File: config.mk
export PLATFORM = sky130hd
export DESIGN_NAME = status_led_priority_flasher
export DESIGN_NICKNAME = d
export VERILOG_FILES = /design/src/rtl/slpf_pkg.sv /design/src/rtl/status_led_priority_flasher.sv
export SDC_FILE = /design/constraint.sdc
export NUM_CORES = 1
export LEC_CHECK = 0
export BUFFER_PORTS_ARGS = -buffer_cell sky130_fd_sc_hd__buf_4
export CORE_MARGIN = 5
export CORE_UTILIZATION = 35
export CTS_BUF_LIST = sky130_fd_sc_hd__clkbuf_2 sky130_fd_sc_hd__clkbuf_4 sky130_fd_sc_hd__clkbuf_8
export DETAILED_ROUTE_END_ITERATION = 10
export SLEW_MARGIN = 10
export SYNTH_ARGS = -nofsm -noshare
export SYNTH_HDL_FRONTEND = slang
export SYNTH_SLANG_ARGS = --single-unit
File: constraint.sdc
create_clock -name clk -period 5.5 [get_ports clk]
set_input_delay 0.275 -clock clk [delete_from_list [all_inputs] [get_ports clk]]
set_output_delay 0.275 -clock clk [all_outputs]
set_load 0.1 [all_outputs]
File: src/rtl/slpf_pkg.sv
// ----------------------------------------------------------------------------
// slpf_pkg
// Types and fixed widths shared by the status LED priority flasher.
// ----------------------------------------------------------------------------
`default_nettype none

package slpf_pkg;

    localparam int PATTERN_W = 28;
    localparam int PATTERNS  = 5;
    localparam int INDEX_W   = 3;
    localparam int MASK_W    = 5;
    localparam int COND_W    = 3;
    localparam int COUNT_W   = 4;
    localparam int POS_W     = 6;
    localparam int CODE_W    = 8;
    localparam int LEVEL_W   = 8;
    localparam int OP_W      = 2;
    localparam int IN_DATA_W  = 16;
    localparam int OUT_DATA_W = 32;

    // pattern word layout
    localparam int RED_LSB   = 20;
    localparam int GREEN_LSB = 12;
    localparam int BLUE_LSB  = 4;

    typedef enum logic [OP_W-1:0] {
        OP_TICK  = 2'd0,
        OP_COND  = 2'd1,
        OP_FAULT = 2'd2,
        OP_NONE  = 2'd3
    } op_t;

    typedef logic [PATTERN_W-1:0] pattern_t;

    localparam pattern_t PATTERN_RESET [PATTERNS] = '{
        28'd327682, 28'd84049923, 28'd1285, 28'd83968004, 28'd83886080
    };

endpackage

`default_nettype wire

File: src/rtl/status_led_priority_flasher.sv
// ----------------------------------------------------------------------------
// status_led_priority_flasher
// Ranks raised conditions and flashes one RGB LED with the winner's pattern.
// ----------------------------------------------------------------------------
//  channel | direction | handshake                | content
//  s_*     | in        | s_tvalid / s_tready      | tuser: op, tdata: condition, raise, code
//  m_*     | out       | m_tvalid / m_tready      | tdata: red, green, blue, active_condition
//  cfg_*   | in        | cfg_valid / cfg_ready    | cfg_index, cfg_data (pattern words)
//
//  One word in, one registered result word out, valid in the cycle after its word is
//  taken; a new word is taken every cycle while the result register is empty or being drained.
//  The rate is set by the single result register: state and result update
//  on the same edge. Beat phase and flash number are kept as counters
//  beside the beat position. Reset loads the default patterns and clears
//  all conditions; the LED is dark until the first tick.
//  A stalled result holds m_tdata and blocks input until it is taken.
// ----------------------------------------------------------------------------
`default_nettype none

module status_led_priority_flasher #(
    parameter int TICKS_PER_BEAT  = 40,
    parameter int ON_TICKS        = 2,
    parameter int GAP_TICKS       = 2,
    parameter int MAX_FLASHES     = 9,
    parameter int CONDITIONS      = 5,
    parameter int FAULT_CONDITION = 4
) (
    input  wire logic                               clk,
    input  wire logic                               rst_n,
    input  wire logic                               s_tvalid,
    output logic                                    s_tready,
    input  wire logic [slpf_pkg::IN_DATA_W-1:0]     s_tdata,   // condition, raise, code, pad
    input  wire logic [slpf_pkg::OP_W-1:0]          s_tuser,   // op
    output logic                                    m_tvalid,
    input  wire logic                               m_tready,
    output logic [slpf_pkg::OUT_DATA_W-1:0]         m_tdata,   // red, green, blue,
                                                               // active_condition, pad
    input  wire logic                               cfg_valid,
    output logic                                    cfg_ready,
    input  wire logic [slpf_pkg::INDEX_W-1:0]       cfg_index,
    input  wire logic [slpf_pkg::PATTERN_W-1:0]     cfg_data
);

    localparam int PERIOD = ON_TICKS + GAP_TICKS;

    slpf_pkg::pattern_t                  pattern_reg [slpf_pkg::PATTERNS];
    logic [slpf_pkg::MASK_W-1:0]         mask_reg, mask_next;
    logic [slpf_pkg::COUNT_W-1:0]        flash_code_reg, flash_code_next;
    logic [slpf_pkg::COND_W-1:0]         shown_cond_reg, shown_cond_next;
    logic [slpf_pkg::COUNT_W-1:0]        shown_count_reg, shown_count_next;
    logic [slpf_pkg::POS_W-1:0]          pos_reg, pos_next;
    logic [slpf_pkg::POS_W-1:0]          phase_reg, phase_next;
    logic [slpf_pkg::POS_W-1:0]          flash_reg, flash_next;
    logic [3*slpf_pkg::LEVEL_W-1:0]      level_reg, level_next;
    logic                                out_valid_reg;
    logic [slpf_pkg::OUT_DATA_W-1:0]     out_data_reg;

    logic                                fire;
    slpf_pkg::op_t                       op;
    logic [slpf_pkg::COND_W-1:0]         in_cond;
    logic                                in_raise;
    logic [slpf_pkg::CODE_W-1:0]         in_code;
    logic [slpf_pkg::COND_W-1:0]         win, win_after;
    slpf_pkg::pattern_t                  word;
    logic [slpf_pkg::COUNT_W-1:0]        count;
    logic [slpf_pkg::POS_W-1:0]          pos_eff, phase_eff, flash_eff;
    logic                                lit;

    assign fire      = s_tvalid && s_tready;
    assign s_tready  = !out_valid_reg || m_tready;
    assign cfg_ready = 1'b1;
    assign m_tvalid  = out_valid_reg;
    assign m_tdata   = out_data_reg;

    assign op       = slpf_pkg::op_t'(s_tuser);
    assign in_cond  = s_tdata[2:0];
    assign in_raise = s_tdata[3];
    assign in_code  = s_tdata[11:4];

    always_comb
    begin
        // winner before and after this word's mask update
        win = '0;
        for (int c = 1; c < CONDITIONS; c++)
        begin
            if (mask_reg[c])
                win = slpf_pkg::COND_W'(c);
        end

        word  = pattern_reg[win];
        count = word[slpf_pkg::COUNT_W-1:0];
        if (count == '0)
            count = flash_code_reg;
        if (count == '0)
            count = slpf_pkg::COUNT_W'(1);
        if (count > slpf_pkg::COUNT_W'(MAX_FLASHES))
            count = slpf_pkg::COUNT_W'(MAX_FLASHES);

        mask_next        = mask_reg;
        flash_code_next  = flash_code_reg;
        shown_cond_next  = shown_cond_reg;
        shown_count_next = shown_count_reg;
        pos_next         = pos_reg;
        phase_next       = phase_reg;
        flash_next       = flash_reg;
        level_next       = level_reg;
        pos_eff          = pos_reg;
        phase_eff        = phase_reg;
        flash_eff        = flash_reg;
        lit              = 1'b0;

        case (op)
            slpf_pkg::OP_TICK:
            begin
                // restart the beat on a new winner or count
                if (win != shown_cond_reg || count != shown_count_reg)
                begin
                    pos_eff   = '0;
                    phase_eff = '0;
                    flash_eff = '0;
                end
                shown_cond_next  = win;
                shown_count_next = count;
                lit = (flash_eff < slpf_pkg::POS_W'(count))
                      && (phase_eff < slpf_pkg::POS_W'(ON_TICKS));
                level_next = lit ? {word[slpf_pkg::BLUE_LSB  +: slpf_pkg::LEVEL_W],
                                    word[slpf_pkg::GREEN_LSB +: slpf_pkg::LEVEL_W],
                                    word[slpf_pkg::RED_LSB   +: slpf_pkg::LEVEL_W]}
                                 : '0;
                if (pos_eff + slpf_pkg::POS_W'(1) >= slpf_pkg::POS_W'(TICKS_PER_BEAT))
                begin
                    pos_next   = '0;
                    phase_next = '0;
                    flash_next = '0;
                end
                else
                begin
                    pos_next = pos_eff + slpf_pkg::POS_W'(1);
                    if (phase_eff + slpf_pkg::POS_W'(1) >= slpf_pkg::POS_W'(PERIOD))
                    begin
                        phase_next = '0;
                        flash_next = flash_eff + slpf_pkg::POS_W'(1);
                    end
                    else
                    begin
                        phase_next = phase_eff + slpf_pkg::POS_W'(1);
                        flash_next = flash_eff;
                    end
                end
            end
            slpf_pkg::OP_COND:
            begin
                if (in_cond != '0 && in_cond < slpf_pkg::COND_W'(CONDITIONS))
                    mask_next[in_cond] = in_raise;
            end
            slpf_pkg::OP_FAULT:
            begin
                if (in_code != '0)
                begin
                    flash_code_next = (in_code > slpf_pkg::CODE_W'(MAX_FLASHES))
                                      ? slpf_pkg::COUNT_W'(MAX_FLASHES)
                                      : in_code[slpf_pkg::COUNT_W-1:0];
                end
                if (FAULT_CONDITION < CONDITIONS)
                    mask_next[FAULT_CONDITION] = (in_code != '0);
            end
            default:
            begin
                mask_next = mask_reg;
            end
        endcase

        win_after = '0;
        for (int c = 1; c < CONDITIONS; c++)
        begin
            if (mask_next[c])
                win_after = slpf_pkg::COND_W'(c);
        end
    end

    always_ff @(posedge clk or negedge rst_n)
    begin
        if (!rst_n)
        begin
            for (int i = 0; i < slpf_pkg::PATTERNS; i++)
                pattern_reg[i] <= slpf_pkg::PATTERN_RESET[i];
            mask_reg        <= '0;
            flash_code_reg  <= '0;
            shown_cond_reg  <= '0;
            shown_count_reg <= '0;
            pos_reg         <= '0;
            phase_reg       <= '0;
            flash_reg       <= '0;
            level_reg       <= '0;
            out_valid_reg   <= 1'b0;
        end
        else
        begin
            if (cfg_valid && cfg_ready
                && cfg_index < slpf_pkg::INDEX_W'(slpf_pkg::PATTERNS))
                pattern_reg[cfg_index] <= cfg_data;
            if (fire)
            begin
                mask_reg        <= mask_next;
                flash_code_reg  <= flash_code_next;
                shown_cond_reg  <= shown_cond_next;
                shown_count_reg <= shown_count_next;
                pos_reg         <= pos_next;
                phase_reg       <= phase_next;
                flash_reg       <= flash_next;
                level_reg       <= level_next;
                out_valid_reg   <= 1'b1;
            end
            else if (m_tready)
            begin
                out_valid_reg <= 1'b0;
            end
        end
    end

    always_ff @(posedge clk)
    begin
        if (fire)
            out_data_reg <= {5'b0, win_after, level_next};
    end

endmodule

`default_nettype wire

# Word level (Yosys, flattened, before mapping)
# Cells that the tools add are included.
word_totals:
  out_inout_bits: 35
  in_bits: 54
  ff_bits: 226
op_classes:
  add_sub_neg: 3
  n_reduce_logical: 18
  bitwise_logic: 2
  eq_ne: 4
  order_cmp: 13
  n_mux: 38
op_table:
  columns: ["cell", "n"]
  rows:
  - ["$bwmux 140", 1]
  - ["$bmux 28 s3", 1]
  - ["$demux 28 s3", 1]
  - ["$mux 28", 3]
  - ["$mux 6", 11]
  - ["$mux 24", 2]
  - ["$mux 4", 5]
  - ["$add 6x1->6 const B", 3]
  - ["$mux 3", 3]
  - ["$ge 4x4->1 const B", 2]
  - ["$gt 8x4->1 const B", 1]
  - ["$logic_not 4->1", 2]
  - ["$not 3->4", 2]
  - ["$reduce_bool 8->1", 1]
  - ["$ge 6x3->1 const B", 1]
  - ["$ge 6x6->1 const B", 1]
  - ["$logic_and 1x1->1", 6]
  - ["$lt 3x3->1 const B", 2]
  - ["$lt 6x2->1 const B", 1]
  - ["$lt 6x4->1", 1]
  - ["$reduce_and 3->1", 2]
  - ["$bwmux 5", 1]
  - ["$mux 1", 5]
  - ["$mux 5", 1]
  - ["17 further kinds", 19]

# Depth between registers and ports, before layout
logic_depth:
  word_depth: 22
  ltp_mapped: 18

# Worst setup path before layout
# OpenSTA, ideal clock, no wires.
synth_timing:
  path_type: "register to register"
  startpoint: "register mask_reg[1] (netlist bit)"
  endpoint: "register flash_reg[4] (netlist bit)"
  path_slack_ns: 1.652
  setup_time_ns: 0.083
  path_buffers: 2
  synth_period_minus_slack_ns: 3.848
  required_ns: 5.417
  path_stages_with_launch: 18
  arrival_time_ns: 3.766
  cell_sequence: "dfrtp_1 > buf_6 > mux2_4 > o2111ai_2 > o211a_4 > o221ai_1 > a22o_1 > nor4_1 > clkbuf_1 > and3_1 > ha_1 > nand2b_1 > o31ai_1 > a32o_1 > inv_1 > nand3_1 > or4_1 > o21ai_0"
synth_between:
  elab_chain_len: 22
  word_cells_on_any_way: 30
  cone_classes: "3 x add/sub; 3 x order compare; 2 x eq/ne; 18 x mux; 1 x bitwise; 3 x reduce/logical"
synth_rtl:
  columns: ["element", "line", "source"]
  rows:
  - ["start: declaration", "status_led_priority_flasher.sv:47", "logic [slpf_pkg::MASK_W-1:0] mask_reg, mask_next;"]
  - ["start signal: assignment", "status_led_priority_flasher.sv:204", "mask_reg <= mask_next;"]
  - ["$mux 1 (*)", "status_led_priority_flasher.sv:86", "if (mask_reg[c])"]
  - ["$mux 2 (*) (2 in a row)", "status_led_priority_flasher.sv:86", null]
  - ["$mux 3 (*)", "status_led_priority_flasher.sv:86", null]
  - ["$not 3->4 (not written as such)", "status_led_priority_flasher.sv:90", "word = pattern_reg[win];"]
  - ["$bmux 28 s3", "status_led_priority_flasher.sv:90", null]
  - ["$mux 28 (not written as such) (2 in a row)", "status_led_priority_flasher.sv:90", null]
  - ["$logic_not 4->1", "status_led_priority_flasher.sv:92", "if (count == '0)"]
  - ["$mux 4", "status_led_priority_flasher.sv:92", null]
  - ["[... 4 more ...]", null, null]
  - ["$ne 4x4->1", "status_led_priority_flasher.sv:116", "if (win != shown_cond_reg || count != shown_count_reg)"]
  - ["$logic_or 1x1->1 (*)", "status_led_priority_flasher.sv:116", null]
  - ["$mux 6", "status_led_priority_flasher.sv:116", null]
  - ["$mux 6", "status_led_priority_flasher.sv:112", "case (op)"]
  - ["$add 6x1->6", "status_led_priority_flasher.sv:139", "if (phase_eff + slpf_pkg::POS_W'(1) >= slpf_pkg::POS_W'(PERIOD))"]
  - ["$ge 6x3->1", "status_led_priority_flasher.sv:139", null]
  - ["$mux 6", "status_led_priority_flasher.sv:139", null]
  - ["$mux 6 (*)", "status_led_priority_flasher.sv:130", "if (pos_eff + slpf_pkg::POS_W'(1) >= slpf_pkg::POS_W'(TICKS_PER_BEAT))"]
  - ["end signal: assignment", "status_led_priority_flasher.sv:210", "flash_reg <= flash_next;"]
  - ["end: declaration", "status_led_priority_flasher.sv:53", "logic [slpf_pkg::POS_W-1:0] flash_reg, flash_next;"]
# Mark *: on every way between the ends. The rest lies on a longest branch, timed or not. The select of a mux whose other input is x is not followed.
# A chain may end at the register's enable or synchronous reset.

# Final worst setup path
layout_timing:
  startpoint: "register mask_reg[2] (netlist bit)"
  endpoint: "register flash_reg[4] (netlist bit)"
layout_between:
  elab_chain_len: 21
  word_cells_on_any_way: 29
  cone_classes: "3 x add/sub; 3 x order compare; 2 x eq/ne; 17 x mux; 1 x bitwise; 3 x reduce/logical"
layout_rtl:
  columns: ["element", "line", "source"]
  rows:
  - ["$mux 2 (*) (2 in a row)", "status_led_priority_flasher.sv:86", null]
  - ["$mux 3 (*)", "status_led_priority_flasher.sv:86", null]
  - ["$not 3->4 (not written as such)", "status_led_priority_flasher.sv:90", null]
  - ["$bmux 28 s3", "status_led_priority_flasher.sv:90", null]
  - ["$mux 28 (not written as such) (2 in a row)", "status_led_priority_flasher.sv:90", null]
  - ["$logic_not 4->1", "status_led_priority_flasher.sv:92", null]
  - ["$mux 4", "status_led_priority_flasher.sv:92", null]
  - ["$logic_not 4->1", "status_led_priority_flasher.sv:94", "if (count == '0)"]
  - ["[... 3 more ...]", null, null]
  - ["$ne 4x4->1", "status_led_priority_flasher.sv:116", null]
  - ["$logic_or 1x1->1 (*)", "status_led_priority_flasher.sv:116", null]
  - ["$mux 6", "status_led_priority_flasher.sv:116", null]
  - ["$mux 6", "status_led_priority_flasher.sv:112", null]
  - ["$add 6x1->6", "status_led_priority_flasher.sv:139", null]
  - ["$ge 6x3->1", "status_led_priority_flasher.sv:139", null]
  - ["$mux 6", "status_led_priority_flasher.sv:139", null]
  - ["$mux 6 (*)", "status_led_priority_flasher.sv:130", null]
# Marks and branches as above.

==> results.cfg <==
[drt]
drt_first_pass_iters = 4
drc_errors = 0
antenna_violating_nets_post_route = 0
postRouteWirelength_microns = 24340
num_vias = 7187
detailedRoute.firstIterationViolations = 399
vias_per_cell = 5.145
wl_per_cell_microns = 17.42

[yosys]
synth_largest_type_area_fraction = 0.4258
syn_avg_cell_area_sq_um = 11.77
synth_area_sq_um = 10460
synth-warning-count = 0
count_leader_synth = dfrtp_1
synthArstFlopShare = 0.8800
yosysSeqAreaShare = 0.5536
synth-edff-count = 27
leading_post_synthesis_cells_by_cell_area = dfrtp_1, mux2_2, edfxtp_1
yosysUniqueCellTypes = 68
netlist_instances = 889
synth_area_leader_cell = dfrtp_1
most_used_standard_cells_in_the_synthesized_netlist = dfrtp_1, mux2_2, nand2_1
synth_flop_type = dfrtp_1
postSynthRegisterBits = 225

[timing]
worst_pin_slew_ps = 938.7
timing_hold_violations_final = 0
post_route_hold_slack_ps = 17.55
finalWorstSetupSlack_ps = 685.8
timing.clock.skew_ps = 19.46
timing.final.crit_period_ps = 4814
fin_tns_setup_ps = 0
finalSetupViolCount = 0
grt_setup_unrepaired = false
post-route-period-util = 0.8753
timing_limited_maximum_frequency_mhz = 207.7
slew_violations = 0
maxSlewHeadroom = 0.3727

[finish]
layout.filler_cells = 2807
antennaDiodeCount = 0
area_delta_synth_final_pct = 17.66
finish.instance_area_sq_um = 12310
fin_nets = 1044
layout-drive-gt1-share = 0.3456
utilization_after_layout = 0.4163
largest_register_ff_count = 140

[run_status]
run_status = finished clean

[critical_path]
critPathLaunchType = flop
crit_path_cell_trace = nor2_2 > a31oi_1 > a22oi_2 > a21oi_1 > and3b_1 > xor2_1 > and3_1 > ha_1 > nand2b_1 > o31ai_1 > a32o_1 > inv_1 > nand3_1 > or4_1 > o21ai_0
crit_required_ps = 5930
cp_num_buf_inv = 1
critical_path_class = reg -> reg
worst_path_dominant_cell_family = simple AND/OR/NAND/NOR gates
critPathCaptureType = flop
critPathArrivalTime_ps = 5250
crit_path_largest_cell_delay_ps = 680
critical-path-slowest-cell = dfrtp_1
maximum_fanout_along_the_worst_path = 21

[floorplan]
core_sq_um = 29560
chipHeight_microns = 182.9
start_util = 0.3539
design.die.area_sq_um = 33440
boundaryPins = 89
number_of_standard_cell_rows_in_the_floorplan = 63
die_x_microns = 182.9

[global_routing]
first_pass_grt_wire_length_microns = 39420
maximum_number_of_pins_on_one_net_before_global_route_repair = 92
grt.busiest_layer = met2
overflow = 0
antenna_found_initial = 2
groute.layer.met3.usage = 0.02935
first_global_vias = 7173
global_route.usage.met2 = 0.2243
grt_usage = 0.1447
use_met1 = 0.2083

[job]
cap_viol_max_count = 0

[clocking]
cts_num_sinks = 225
cts_root_buffer = clkbuf_8
cts_tree = done
clk_latency_ps = 530
cts_max_path_buffers = 3
cts_post_setup_buffers_inserted = 0
htreeDepth = 2
numCtsBuffers = 38
clk_pin_slew_worst_paths_ps = 60

[hold_path]
hold_class = in -> reg

[placement]
io_buffer_count = 78
dp_hpwl_microns = 15270
placedInstanceArea_sq_um = 11460
detailedPlace.worstSlack_ps = 717.7
routabilityCongestion = 0.7753

[power]
total_leakage_power_nw = 5.209
p_per_area_nw_per_um2 = 445.1
vdd.ir_drop.worst_mv = 0.1973
==> layout make-up <==
cell class	count	area [sq um]	share of cell area
timing repair buffer	104	807.0	0.06558
multi-input combinational	569	4298	0.3492
sequential	225	5792	0.4706
tap	390	488.0	0.03965
clock buffer	65	750.7	0.06100
clock inverter	3	17.52	0.001423
inverter	41	153.9	0.01251
==> worst register-to-register path, cell delays in order (launching register included) <==
cell and delay [ps]:
dfrtp_1 680, nor2_2 380, a31oi_1 140, a22oi_2 410
a21oi_1 110, and3b_1 330, xor2_1 560, and3_1 280
ha_1 250, nand2b_1 150, o31ai_1 70, a32o_1 320
inv_1 200, nand3_1 230, or4_1 540, o21ai_0 80
==> stage by stage <==
step                      cells  power (mW)
after floorplan             893       3.563
after global placement     1321       3.973
after detailed placement   1321       4.010
after CTS                  1397       5.530
after global routing       1397       5.802
final                      1397       5.477
==> routing by layer <==
layer | wire (microns) | vias up
li1 | - | 3426
met1 | 11850 | 3582
met2 | 10880 | 134
met3 | 1162 | 41
met4 | 420 | 4
met5 | 34 | -
==> what timing repair did <==
item,CTS,global route
gates resized for setup,0,0
hold buffers,8,0
endpoints found under the hold margin,88,0
==> cell usage in the layout, fill, tap and decap left out, types with 8 or more instances in the layout <==
master	Yosys	final
dfrtp_1	178	177
mux2_2	141	141
buf_4	7	95
nand2_1	81	81
o22ai_1	55	55
clkbuf_8	0	43
o21ai_0	42	42
inv_1	40	40
a21oi_1	34	34
edfxtp_1	27	27
clkbuf_4	0	23
dfstp_2	20	20
nor2b_1	19	19
a311oi_1	19	19
nor2_1	19	18
mux2i_1	14	14
nand3_1	13	13
a211oi_1	12	12
ha_1	11	11
and3_1	9	9
dlygate4sd3_1	0	8
==> where the power goes <==
group / switching, mW / internal [mW]
clock network: 0.644 / 0.854
logic: 1.04 / 0.616
registers: 0.202 / 2.12
total: 1.89 / 3.59
==> path summary, 6_finish.rpt <==
check / from / endpoint / slack, ps / depth (start not counted)
min in group asynchronous: rst_n / level_reg[8]$_DFFE_PN0P_ / 390 / 2
max: mask_reg[2]$_DFFE_PN0P_ / flash_reg[4]$_DFFE_PN0P_ / 690 / 15
max reg2reg: mask_reg[2]$_DFFE_PN0P_ / flash_reg[4]$_DFFE_PN0P_ / 690 / 15
min: s_tdata[6] / flash_code_reg[2]$_DFFE_PN0P_ / 20 / 3
min reg2reg: pattern_reg[135]$_DFFE_PN0P_ / pattern_reg[135]$_DFFE_PN0P_ / 500 / 1
max in group asynchronous: rst_n / pattern_reg[11]$_DFFE_PN0P_ / 3870 / 3
==> cell families after synthesis <==
| kind of cell | Yosys count | share of synthesized area |
|---|---|---|
| xor+xnor | 6 | 0.005024 |
| compound gates | 205 | 0.1310 |
| flops | 225 | 0.5536 |
| simple gates | 185 | 0.08959 |
| buf+inv | 99 | 0.04031 |
| mux | 156 | 0.1666 |
| other cells | 2 | 0.0007180 |
| fa+ha+maj | 11 | 0.01316 |
(Power assumes the default switching activity.)
